<file path="src/rtl/core/pfdm_pkg.sv">
// Shared types and constants for the PWM frequency and duty meter.
`default_nettype none

package pfdm_pkg;

  localparam int TIME_BITS = 48;
  localparam int FREQ_W    = 20;
  localparam int DUTY_W    = 7;
  localparam int MS_W      = 39;
  localparam int CFG_W     = 32;
  localparam int STEP_W    = $clog2(TIME_BITS + 1);

  localparam int IN_DATA_W  = ((1 + TIME_BITS + 7) / 8) * 8;
  localparam int OUT_BITS   = FREQ_W + DUTY_W + MS_W;
  localparam int OUT_DATA_W = ((OUT_BITS + 7) / 8) * 8;

  // millisecond conversion: radix-256 long division, reciprocal per digit
  localparam int MS_DIGIT_W = 8;
  localparam int MS_REM_W   = 10;
  localparam int MS_V_W     = MS_REM_W + MS_DIGIT_W;
  localparam int MS_RECIP_W = 19;
  localparam int MS_SHIFT   = 28;
  localparam int MS_PROD_W  = MS_V_W + MS_RECIP_W;
  localparam int MS_STEPS   = (TIME_BITS + MS_DIGIT_W - 1) / MS_DIGIT_W;
  localparam int MS_DIV_W   = MS_STEPS * MS_DIGIT_W;
  localparam int MS_CNT_W   = $clog2(MS_STEPS + 1);

  localparam logic [FREQ_W-1:0]     FREQ_NUM    = FREQ_W'(1000000);
  localparam logic [DUTY_W-1:0]     DUTY_FULL   = DUTY_W'(100);
  localparam logic [MS_REM_W-1:0]   US_PER_MS   = MS_REM_W'(1000);
  localparam logic [CFG_W-1:0]      FADE_RESET  = CFG_W'(1000000);
  // ceil(2^28 / 1000), exact for every digit step value below 256000
  localparam logic [MS_RECIP_W-1:0] MS_RECIP    = MS_RECIP_W'(268436);

  typedef enum logic [1:0] {
    OP_RISE,
    OP_OTHER,
    OP_REPORT
  } op_t;

  typedef struct packed {
    op_t                  op;
    logic [TIME_BITS-1:0] time_us;
  } queue_entry_t;

  typedef struct packed {
    logic                 start;
    logic [TIME_BITS-1:0] rem_init;
    logic [TIME_BITS-1:0] bits;
    logic [STEP_W-1:0]    steps;
    logic [TIME_BITS-1:0] divisor;
  } div_req_t;

  typedef struct packed {
    logic                 done;
    logic [TIME_BITS-1:0] quot;
  } div_rsp_t;

endpackage

`default_nettype wire

</file>
<file path="src/rtl/core/pwm_frequency_duty_meter.sv">
// Top level of the PWM frequency and duty meter.
//
//  channel  direction  handshake           payload
//  s_*      in         s_tvalid/s_tready   tdata: pin_level, time_us; tuser: kind
//  m_*      out        m_tvalid/m_tready   tdata: freq_hz, duty_pct, last_edge_ms
//  apb      in         psel/penable/pready fade_out_us at address 0
//
// An edge word passes S_CALC, S_FREQ, S_DUTY, S_MS, S_MS_WAIT and S_OUT
// (S_DUTY is skipped when duty saturates, both divides at zero period): the
// bit-serial divider takes 20 steps for frequency and 7 for duty, the
// millisecond conversion 6 radix-256 steps, with hand-off states between them.
// A report word goes from S_IDLE to S_OUT. A two-word queue takes input while
// the back end works; the result register holds a word until taken and stalls
// the back end. Synchronous reset clears state; fade_out_us resets to 1000000.
`default_nettype none

module pwm_frequency_duty_meter (
  input  wire logic                             clk,
  input  wire logic                             rst,
  input  wire logic                             s_tvalid,
  output logic                                  s_tready,
  input  wire logic [pfdm_pkg::IN_DATA_W-1:0]   s_tdata,  // pin_level, time_us
  input  wire logic                             s_tuser,  // kind
  output logic                                  m_tvalid,
  input  wire logic                             m_tready,
  output logic [pfdm_pkg::OUT_DATA_W-1:0]       m_tdata,  // freq_hz, duty_pct, last_edge_ms
  input  wire logic                             psel,
  input  wire logic                             penable,
  input  wire logic                             pwrite,
  input  wire logic [1:0]                       paddr,
  input  wire logic [pfdm_pkg::CFG_W-1:0]       pwdata,
  output logic [pfdm_pkg::CFG_W-1:0]            prdata,
  output logic                                  pready
);
  import pfdm_pkg::*;

  localparam logic [1:0] ADDR_FADE_OUT = 2'd0;

  logic [CFG_W-1:0]  fade_out_us;
  logic              q_valid;
  queue_entry_t      q_entry;
  logic              q_pop;
  div_req_t          div_req;
  div_rsp_t          div_rsp;
  logic [FREQ_W-1:0] freq_hz;
  logic [DUTY_W-1:0] duty_pct;
  logic [MS_W-1:0]   last_edge_ms;

  assign pready  = 1'b1;
  assign prdata  = (paddr == ADDR_FADE_OUT) ? fade_out_us : '0;
  assign m_tdata = {(OUT_DATA_W-OUT_BITS)'(0), last_edge_ms, duty_pct, freq_hz};

  always_ff @(posedge clk) begin
    if (rst) begin
      fade_out_us <= FADE_RESET;
    end else if (psel && penable && pwrite && pready && (paddr == ADDR_FADE_OUT)) begin
      fade_out_us <= pwdata;
    end
  end

  pfdm_front u_front (
    .clk      (clk),
    .rst      (rst),
    .s_tvalid (s_tvalid),
    .s_tready (s_tready),
    .s_tdata  (s_tdata),
    .s_tuser  (s_tuser),
    .q_valid  (q_valid),
    .q_entry  (q_entry),
    .q_pop    (q_pop)
  );

  pfdm_div u_div (
    .clk (clk),
    .rst (rst),
    .req (div_req),
    .rsp (div_rsp)
  );

  pfdm_back u_back (
    .clk          (clk),
    .rst          (rst),
    .q_valid      (q_valid),
    .q_entry      (q_entry),
    .q_pop        (q_pop),
    .fade_out_us  (fade_out_us),
    .div_req      (div_req),
    .div_rsp      (div_rsp),
    .m_tvalid     (m_tvalid),
    .m_tready     (m_tready),
    .freq_hz      (freq_hz),
    .duty_pct     (duty_pct),
    .last_edge_ms (last_edge_ms)
  );

endmodule

`default_nettype wire

</file>
<file path="src/rtl/core/pfdm_front.sv">
// Input side: accepts words, classifies edges and queues them for the back end.
`default_nettype none

module pfdm_front (
  input  wire logic                            clk,
  input  wire logic                            rst,
  input  wire logic                            s_tvalid,
  output logic                                 s_tready,
  input  wire logic [pfdm_pkg::IN_DATA_W-1:0]  s_tdata,  // pin_level, time_us
  input  wire logic                            s_tuser,  // kind
  output logic                                 q_valid,
  output pfdm_pkg::queue_entry_t               q_entry,
  input  wire logic                            q_pop
);
  import pfdm_pkg::*;

  queue_entry_t fifo [2];
  logic         wr_ptr;
  logic         rd_ptr;
  logic [1:0]   count;
  logic         prev_level;
  logic         push;
  logic         pin_level;
  queue_entry_t entry_in;

  assign s_tready  = (count != 2'd2);
  assign push      = s_tvalid && s_tready;
  assign pin_level = s_tdata[0];
  assign q_valid   = (count != 2'd0);
  assign q_entry   = fifo[rd_ptr];

  always_comb begin
    entry_in.time_us = s_tdata[TIME_BITS:1];
    if (s_tuser) begin
      entry_in.op = OP_REPORT;
    end else if (pin_level && !prev_level) begin
      entry_in.op = OP_RISE;
    end else begin
      entry_in.op = OP_OTHER;
    end
  end

  always_ff @(posedge clk) begin
    if (push) begin
      fifo[wr_ptr] <= entry_in;
    end
  end

  always_ff @(posedge clk) begin
    if (rst) begin
      wr_ptr     <= 1'b0;
      rd_ptr     <= 1'b0;
      count      <= 2'd0;
      prev_level <= 1'b0;
    end else begin
      if (push) begin
        wr_ptr <= !wr_ptr;
        if (!s_tuser) begin
          prev_level <= pin_level;
        end
      end
      if (q_pop) begin
        rd_ptr <= !rd_ptr;
      end
      count <= count + {1'b0, push} - {1'b0, q_pop};
    end
  end

endmodule

`default_nettype wire

</file>
<file path="src/rtl/core/pfdm_div.sv">
// Bit-serial restoring divider, one quotient bit per cycle.
`default_nettype none

module pfdm_div (
  input  wire logic              clk,
  input  wire logic              rst,
  input  wire pfdm_pkg::div_req_t req,
  output pfdm_pkg::div_rsp_t     rsp
);
  import pfdm_pkg::*;

  logic                 busy;
  logic [STEP_W-1:0]    cnt;
  logic [TIME_BITS-1:0] rem;
  logic [TIME_BITS-1:0] bits;
  logic [TIME_BITS-1:0] quot;
  logic [TIME_BITS-1:0] divisor;
  logic                 done;
  logic [TIME_BITS:0]   rem_shift;
  logic                 ge;
  logic [TIME_BITS:0]   rem_sub;

  assign rem_shift = {rem, bits[TIME_BITS-1]};
  assign ge        = rem_shift >= {1'b0, divisor};
  assign rem_sub   = rem_shift - {1'b0, divisor};
  assign rsp.done  = done;
  assign rsp.quot  = quot;

  always_ff @(posedge clk) begin
    if (rst) begin
      busy <= 1'b0;
      done <= 1'b0;
      cnt  <= '0;
    end else begin
      done <= 1'b0;
      if (req.start) begin
        busy    <= 1'b1;
        cnt     <= req.steps;
        rem     <= req.rem_init;
        bits    <= req.bits;
        divisor <= req.divisor;
        quot    <= '0;
      end else if (busy) begin
        rem  <= ge ? rem_sub[TIME_BITS-1:0] : rem_shift[TIME_BITS-1:0];
        bits <= {bits[TIME_BITS-2:0], 1'b0};
        quot <= {quot[TIME_BITS-2:0], ge};
        cnt  <= cnt - STEP_W'(1);
        if (cnt == STEP_W'(1)) begin
          busy <= 1'b0;
          done <= 1'b1;
        end
      end
    end
  end

endmodule

`default_nettype wire

</file>
<file path="src/rtl/core/pfdm_back.sv">
// Back end: measurement state, divide sequencing and the result register.
`default_nettype none

module pfdm_back (
  input  wire logic                          clk,
  input  wire logic                          rst,
  input  wire logic                          q_valid,
  input  wire pfdm_pkg::queue_entry_t        q_entry,
  output logic                               q_pop,
  input  wire logic [pfdm_pkg::CFG_W-1:0]    fade_out_us,
  output pfdm_pkg::div_req_t                 div_req,
  input  wire pfdm_pkg::div_rsp_t            div_rsp,
  output logic                               m_tvalid,
  input  wire logic                          m_tready,
  output logic [pfdm_pkg::FREQ_W-1:0]        freq_hz,
  output logic [pfdm_pkg::DUTY_W-1:0]        duty_pct,
  output logic [pfdm_pkg::MS_W-1:0]          last_edge_ms
);
  import pfdm_pkg::*;

  typedef enum logic [2:0] {
    S_IDLE,
    S_CALC,
    S_FREQ,
    S_DUTY,
    S_MS,
    S_MS_WAIT,
    S_OUT
  } state_t;

  state_t               state;
  logic [TIME_BITS-1:0] rise_time;
  logic [TIME_BITS-1:0] period_us;
  logic [TIME_BITS-1:0] high_us;
  logic [TIME_BITS-1:0] last_edge_us;
  logic [FREQ_W-1:0]    freq_value;
  logic [DUTY_W-1:0]    duty_value;
  logic [MS_W-1:0]      ms_value;

  logic [TIME_BITS-1:0] idle_us;
  logic [TIME_BITS+6:0] high_x100;
  logic                 saturated;

  logic [MS_DIV_W-1:0]   ms_dividend;
  logic [MS_REM_W-1:0]   ms_rem;
  logic [MS_DIV_W-1:0]   ms_quot;
  logic [MS_CNT_W-1:0]   ms_cnt;
  logic [MS_V_W-1:0]     ms_v;
  logic [MS_PROD_W-1:0]  ms_prod;
  logic [MS_DIGIT_W-1:0] ms_digit;
  logic [MS_REM_W-1:0]   ms_rem_next;
  logic [MS_DIV_W-1:0]   ms_quot_next;

  assign q_pop     = (state == S_IDLE) && q_valid;
  assign idle_us   = q_entry.time_us - last_edge_us;
  assign saturated = (high_us >= period_us);
  assign high_x100 = {1'b0, high_us, 6'b0} + {2'b0, high_us, 5'b0} + {5'b0, high_us, 2'b0};

  // one base-256 digit of last_edge_us / 1000 per cycle
  assign ms_v         = {ms_rem, ms_dividend[MS_DIV_W-1 -: MS_DIGIT_W]};
  assign ms_prod      = MS_PROD_W'(ms_v) * MS_PROD_W'(MS_RECIP);
  assign ms_digit     = ms_prod[MS_SHIFT +: MS_DIGIT_W];
  assign ms_rem_next  = MS_REM_W'(ms_v - MS_V_W'(ms_digit) * MS_V_W'(US_PER_MS));
  assign ms_quot_next = {ms_quot[MS_DIV_W-MS_DIGIT_W-1:0], ms_digit};

  always_comb begin
    div_req.start    = 1'b0;
    div_req.rem_init = '0;
    div_req.bits     = '0;
    div_req.steps    = STEP_W'(TIME_BITS);
    div_req.divisor  = '0;
    unique case (state)
      S_CALC: begin
        div_req.start   = (period_us != '0);
        div_req.bits    = {FREQ_NUM, (TIME_BITS-FREQ_W)'(0)};
        div_req.steps   = STEP_W'(FREQ_W);
        div_req.divisor = period_us;
      end
      S_FREQ: begin
        div_req.start    = div_rsp.done && !saturated;
        div_req.rem_init = high_x100[TIME_BITS+6:7];
        div_req.bits     = {high_x100[6:0], (TIME_BITS-7)'(0)};
        div_req.steps    = STEP_W'(DUTY_W);
        div_req.divisor  = period_us;
      end
      default: begin
      end
    endcase
  end

  always_ff @(posedge clk) begin
    if (rst) begin
      state        <= S_IDLE;
      rise_time    <= '0;
      period_us    <= '0;
      high_us      <= '0;
      last_edge_us <= '0;
      freq_value   <= '0;
      duty_value   <= '0;
      ms_value     <= '0;
      ms_dividend  <= '0;
      ms_rem       <= '0;
      ms_quot      <= '0;
      ms_cnt       <= '0;
      m_tvalid     <= 1'b0;
    end else begin
      if (m_tvalid && m_tready && (state != S_OUT)) begin
        m_tvalid <= 1'b0;
      end
      unique case (state)
        S_IDLE: begin
          if (q_valid) begin
            unique case (q_entry.op)
              OP_RISE: begin
                period_us    <= q_entry.time_us - rise_time;
                rise_time    <= q_entry.time_us;
                last_edge_us <= q_entry.time_us;
                state        <= S_CALC;
              end
              OP_OTHER: begin
                high_us      <= q_entry.time_us - rise_time;
                last_edge_us <= q_entry.time_us;
                state        <= S_CALC;
              end
              OP_REPORT: begin
                if (idle_us > TIME_BITS'(fade_out_us)) begin
                  freq_value <= '0;
                  duty_value <= '0;
                end
                state <= S_OUT;
              end
              default: begin
                state <= S_OUT;
              end
            endcase
          end
        end
        S_CALC: begin
          if (period_us == '0) begin
            freq_value <= '0;
            duty_value <= '0;
            state      <= S_MS;
          end else begin
            state <= S_FREQ;
          end
        end
        S_FREQ: begin
          if (div_rsp.done) begin
            freq_value <= FREQ_W'(div_rsp.quot);
            if (saturated) begin
              duty_value <= DUTY_FULL;
              state      <= S_MS;
            end else begin
              state <= S_DUTY;
            end
          end
        end
        S_DUTY: begin
          if (div_rsp.done) begin
            duty_value <= DUTY_W'(div_rsp.quot);
            state      <= S_MS;
          end
        end
        S_MS: begin
          ms_dividend <= MS_DIV_W'(last_edge_us);
          ms_rem      <= '0;
          ms_quot     <= '0;
          ms_cnt      <= MS_CNT_W'(MS_STEPS);
          state       <= S_MS_WAIT;
        end
        S_MS_WAIT: begin
          ms_dividend <= ms_dividend << MS_DIGIT_W;
          ms_rem      <= ms_rem_next;
          ms_quot     <= ms_quot_next;
          ms_cnt      <= ms_cnt - MS_CNT_W'(1);
          if (ms_cnt == MS_CNT_W'(1)) begin
            ms_value <= MS_W'(ms_quot_next);
            state    <= S_OUT;
          end
        end
        S_OUT: begin
          if (!m_tvalid || m_tready) begin
            freq_hz      <= freq_value;
            duty_pct     <= duty_value;
            last_edge_ms <= ms_value;
            m_tvalid     <= 1'b1;
            state        <= S_IDLE;
          end
        end
        default: begin
          state <= S_IDLE;
        end
      endcase
    end
  end

endmodule

`default_nettype wire
</file>
<file path="config.mk">
export PLATFORM = sky130hd
export DESIGN_NAME = pwm_frequency_duty_meter
export DESIGN_NICKNAME = d
export VERILOG_FILES = /design/src/rtl/core/pfdm_pkg.sv /design/src/rtl/core/pwm_frequency_duty_meter.sv /design/src/rtl/core/pfdm_front.sv /design/src/rtl/core/pfdm_div.sv /design/src/rtl/core/pfdm_back.sv
export SDC_FILE = /design/constraint.sdc
export NUM_CORES = 2
export LEC_CHECK = 0
export ABC_AREA = 1
export BUFFER_PORTS_ARGS = -buffer_cell sky130_fd_sc_hd__buf_4
export CAP_MARGIN = 5
export CORE_MARGIN = 2
export CORE_UTILIZATION = 54
export DETAILED_ROUTE_END_ITERATION = 10
export GPL_TIMING_DRIVEN = 0
export PLACE_DENSITY_LB_ADDON = 0.12
export SYNTH_ARGS = -nofsm -noshare
export SYNTH_HDL_FRONTEND = slang
export SYNTH_SLANG_ARGS = --single-unit
</file>
<file path="constraint.sdc">
create_clock -name clk -period 18.97 [get_ports clk]
set_input_delay 0.9485 -clock clk [delete_from_list [all_inputs] [get_ports clk]]
set_output_delay 0.9485 -clock clk [all_outputs]
set_load 0.02 [all_outputs]
</file>
==> flow_summary.toml <==
[placement]
gp_congestion = 0.9653
portBuffers = 189
hpwl_um = 118900

[die]
initial_utilization = 0.5452
fp.coreArea_sq_mm = 0.08515
rows = 107
die_h_um = 297.2
die-area_sq_mm = 0.08833
die_width_um = 297.2
ios = 205

[pwr]
switching_share = 0.4545
leakage_nw = 23.68
combPwrFrac = 0.510
ir_drop_mv = 0.1136
power_switching_w = 0.003250
clkPwrFrac = 0.220
cellPowerDensity_mw_per_mm2 = 137.0
intPower_w = 0.003901
pwr-share-seq = 0.270

[critical_path]
reg2reg_slack_ns = 10.37
crit_path_end = "u_back.ms_rem[9]$_SDFFE_PP0N_"
crit_required_ns = 19.48
worstSetupStartpoint = "u_back.ms_dividend[47]$_SDFFE_PP0N_"
critPathKind = "reg -> reg"
critPathArrivalTime_ns = 9.11
startpoint_type = "register"
cpPeakStageDelay_ns = 0.68
r2r-end = "u_back.ms_rem[9]$_SDFFE_PP0N_"
reg2reg_depth = 36
cp-end-kind = "register"
cp_slowest_cell = "dfxtp_1"
reg2reg_from = "u_back.ms_dividend[47]$_SDFFE_PP0N_"
cp_max_fo = 8

[synth]
ys_async_sr_fraction = 0
synthFlopType = "dfxtp_1"
synth.distinct_cells = 56
yosysWarnings = 0
synth-seq-cells = 696
synth.top_cell.area_share = 0.1915
yosys.area.top_type = "edfxtp_1"
synth_area_sq_mm = 0.04642
avgSynthCellArea_sq_um = 7.846
synth_edf_count = 296
seq_area_frac_synth = 0.3640
netlist_instances = 5917
synth.area.top_cells = "edfxtp_1, dfxtp_1, ha_1"

[sta]
setup_viol = 0
period_needed_ns = 8.602
fin_worst_skew_ns = 0.05512
slew_headroom = 0.1446
worst_pin_slew_ns = 1.271
max_freq_ghz = 0.1163
hold_viol = 0
holdWs_ns = 0.4212
slew_viol_final = 0
rsz0062_at_grt = "no"
timing.setup.tns_ns = 0
finalCritPeriodShare = 0.4534

[global_route]
grt_usage = 0.3204
grt_pass1_wl_um = 220500
grt_overflow = 0
grt_antenna_before_repair = 5
grt_max_degree = 63
first_global_vias = 39510

[finish]
drive_above_1_share = 0.07089
num-fill-cells = 7921
final_util = 0.6131
nNetsFinal = 6834
synthToLayoutAreaGrowth_pct = 12.46

[clock_network]
clock_latency_ns = 0.69
clk_pin_slew_ns = 0.06
clock_path_buffers = 3
ctsRootBufferMaster = "clkbuf_16"
cts_tree = "built"
cts_buffers = 77
numClockSinks = 696
cts-htree-levels = 3
cts_hold_buf = 0
cts_resized = 0
post_cts_buffers = 0

[run]
cap_violations = 0

[route]
drtIter0Drc = 3127
dr.pass1.iters = 6
wl_um = 144100
avgViaCountPerCell = 5.482
wl_per_cell_um = 19.44
final_antenna_net_count = 0
remaining_drc_errors = 0
vias = 40630

[min_path]
hold_path.class = "reg -> reg"

[outcome]
status = "complete, no violations"
-- worst max-delay path: cells and delay by family (launching register included) --
| family | cells | cell delay, ns |
|---|---|---|
| adder cells (fa/ha/maj) | 13 | 5.31 |
| flip-flops | 1 | 0.68 |
| AND/OR/NAND/NOR | 10 | 1.18 |
| XOR/XNOR | 1 | 0.17 |
| buffers and inverters | 7 | 0.36 |
| AO/OA/AOI/OAI | 5 | 0.74 |
-- power groups by stage --
stage / sequential, W / clock, W / combinational [W]
6_report: 0.00193 / 0.00157 / 0.00364
4_1_cts: 0.00193 / 0.00160 / 0.00360
2_1_floorplan: 0.00193 / 0 / 0.00250
3_5_place_dp: 0.00196 / 0 / 0.00357
5_1_grt: 0.00196 / 0.00166 / 0.00405
3_3_place_gp: 0.00196 / 0 / 0.00352
-- Yosys cell counts, types with 6 or more instances --
cell and instances:
ha_1 440, buf_4 8, or2_2 13, a221oi_1 48
nor4_1 25, a21oi_1 473, nand2_1 962, o31ai_1 6
a21o_1 23, nor2_2 7, o221ai_1 20, mux2_2 45
a31oi_1 43, buf_1 18, a211oi_1 51, nand3_1 206
o211ai_1 82, dfxtp_1 400, nand3b_1 11, edfxtp_1 296
nor2_1 696, xnor2_1 68, inv_1 986, o21a_1 32
nor3_1 44, buf_2 18, fa_1 97, o21bai_1 37
o21ai_1 9, a21boi_0 6, o22ai_1 56, xor2_1 84
nand4_1 75, clkbuf_1 129, o21ai_0 367
-- how the worst min path moves through the flow --
stage	from	endpoint	slack, ns	cells past startpoint
after floorplan	u_back.ms_value[6]$_SDFFE_PP0P_	u_back.last_edge_ms[6]$_DFFE_PP_	0.40	0
after global placement	u_back.freq_value[17]$_SDFFE_PP0P_	u_back.freq_hz[17]$_DFFE_PP_	0.41	0
after detailed placement	u_back.freq_value[12]$_SDFFE_PP0P_	u_back.freq_hz[12]$_DFFE_PP_	0.41	0
after CTS	u_back.ms_value[10]$_SDFFE_PP0P_	u_back.last_edge_ms[10]$_DFFE_PP_	0.42	0
after global routing	u_back.ms_value[10]$_SDFFE_PP0P_	u_back.last_edge_ms[10]$_DFFE_PP_	0.43	0
final	u_back.ms_value[10]$_SDFFE_PP0P_	u_back.last_edge_ms[10]$_DFFE_PP_	0.42	0
-- cell type report --
cell class	instances	area, sq um	share of cell area
Multi-Input combinational cell	4060	25140	0.4815
Sequential cell	696	16900	0.3236
Inverter	991	3720	0.07125
Clock buffer	102	2218	0.04249
Timing Repair Buffer	198	1559	0.02986
Tap cell	1144	1431	0.02742
Buffer	175	724.4	0.01388
Clock inverter	41	511.7	0.009802
Antenna cell	4	10.01	0.0001917
-- kinds of logic (layout without fill, tap and decap cells) --
| family | after synthesis | count (layout) | share of synthesized area |
|---|---|---|---|
| xor+xnor | 152 | 152 | 0.02868 |
| other cells | 2 | 11 | 0.0001618 |
| buf+inv | 1166 | 1507 | 0.09574 |
| compound gates | 1263 | 1263 | 0.1582 |
| simple gates | 2054 | 2054 | 0.1815 |
| flops | 696 | 696 | 0.3640 |
| mux | 47 | 47 | 0.01135 |
| fa+ha+maj | 537 | 537 | 0.1604 |
-- layer usage --
layer | track usage | share of wire | routed length, um
met5 | 0 | 0.00011 | 16
met4 | 0.1640 | 0.054 | 7747
met3 | 0.03323 | 0.051 | 7304
met2 | 0.5372 | 0.47 | 67270
met1 | 0.4111 | 0.43 | 61730
-- metrics by stage --
step / worst slack [ns] / instance area [sq um] / total power, W / cells
floorplan: 11.51 / 46440 / 0.004431 / 5922
global placement: 9.361 / 49290 / 0.005485 / 7255
CTS: 10.36 / 52200 / 0.007122 / 7407
detailed placement: 10.41 / 49470 / 0.005531 / 7264
global route: 9.889 / 52210 / 0.007667 / 7411
finish: 10.37 / 52210 / 0.007152 / 7411
-- placed cells by master (no fill, tap or decap), types with 7 or more instances in the layout --
| cell | count |
|---|---|
| o21ai_0 | 367 |
| conb_1 | 7 |
| inv_1 | 986 |
| ha_1 | 440 |
| o211ai_1 | 82 |
| buf_4 | 198 |
| nand3b_1 | 11 |
| clkinv_1 | 7 |
| a21oi_1 | 473 |
| nor2_1 | 693 |
| nand3_1 | 206 |
| fa_1 | 97 |
| a21o_1 | 23 |
| dfxtp_1 | 400 |
| xnor2_1 | 68 |
| o21bai_1 | 37 |
| nor4_1 | 25 |
| a31oi_1 | 43 |
| or2_2 | 13 |
| edfxtp_1 | 296 |
| o21ai_1 | 9 |
| a211oi_1 | 51 |
| o22ai_1 | 56 |
| nand4_1 | 75 |
| clkbuf_8 | 13 |
| mux2_2 | 45 |
| clkinv_2 | 10 |
| nand2_1 | 961 |
| a221oi_1 | 48 |
| nor3_1 | 43 |
| clkbuf_16 | 80 |
| xor2_1 | 84 |
| clkbuf_1 | 137 |
| nor2_2 | 7 |
| buf_2 | 18 |
| o221ai_1 | 20 |
| buf_1 | 18 |
| o21a_1 | 32 |
-- registers in the layout (all words and copies together) (netlist names), 32 cells and up, named ones only --
| signal | count |
|---|---|
| u_back.ms_value | 39 |
| u_back.high_us | 48 |
| u_back.period_us | 48 |
| u_back.ms_dividend | 48 |
| u_back.rise_time | 48 |
| u_back.last_edge_ms | 39 |
| u_back.last_edge_us | 48 |
| u_div.rem | 48 |
| u_front.fifo | 100 |
| u_div.divisor | 48 |
| fade_out_us | 32 |
No activity file was read; power rests on OpenSTA's default activity.
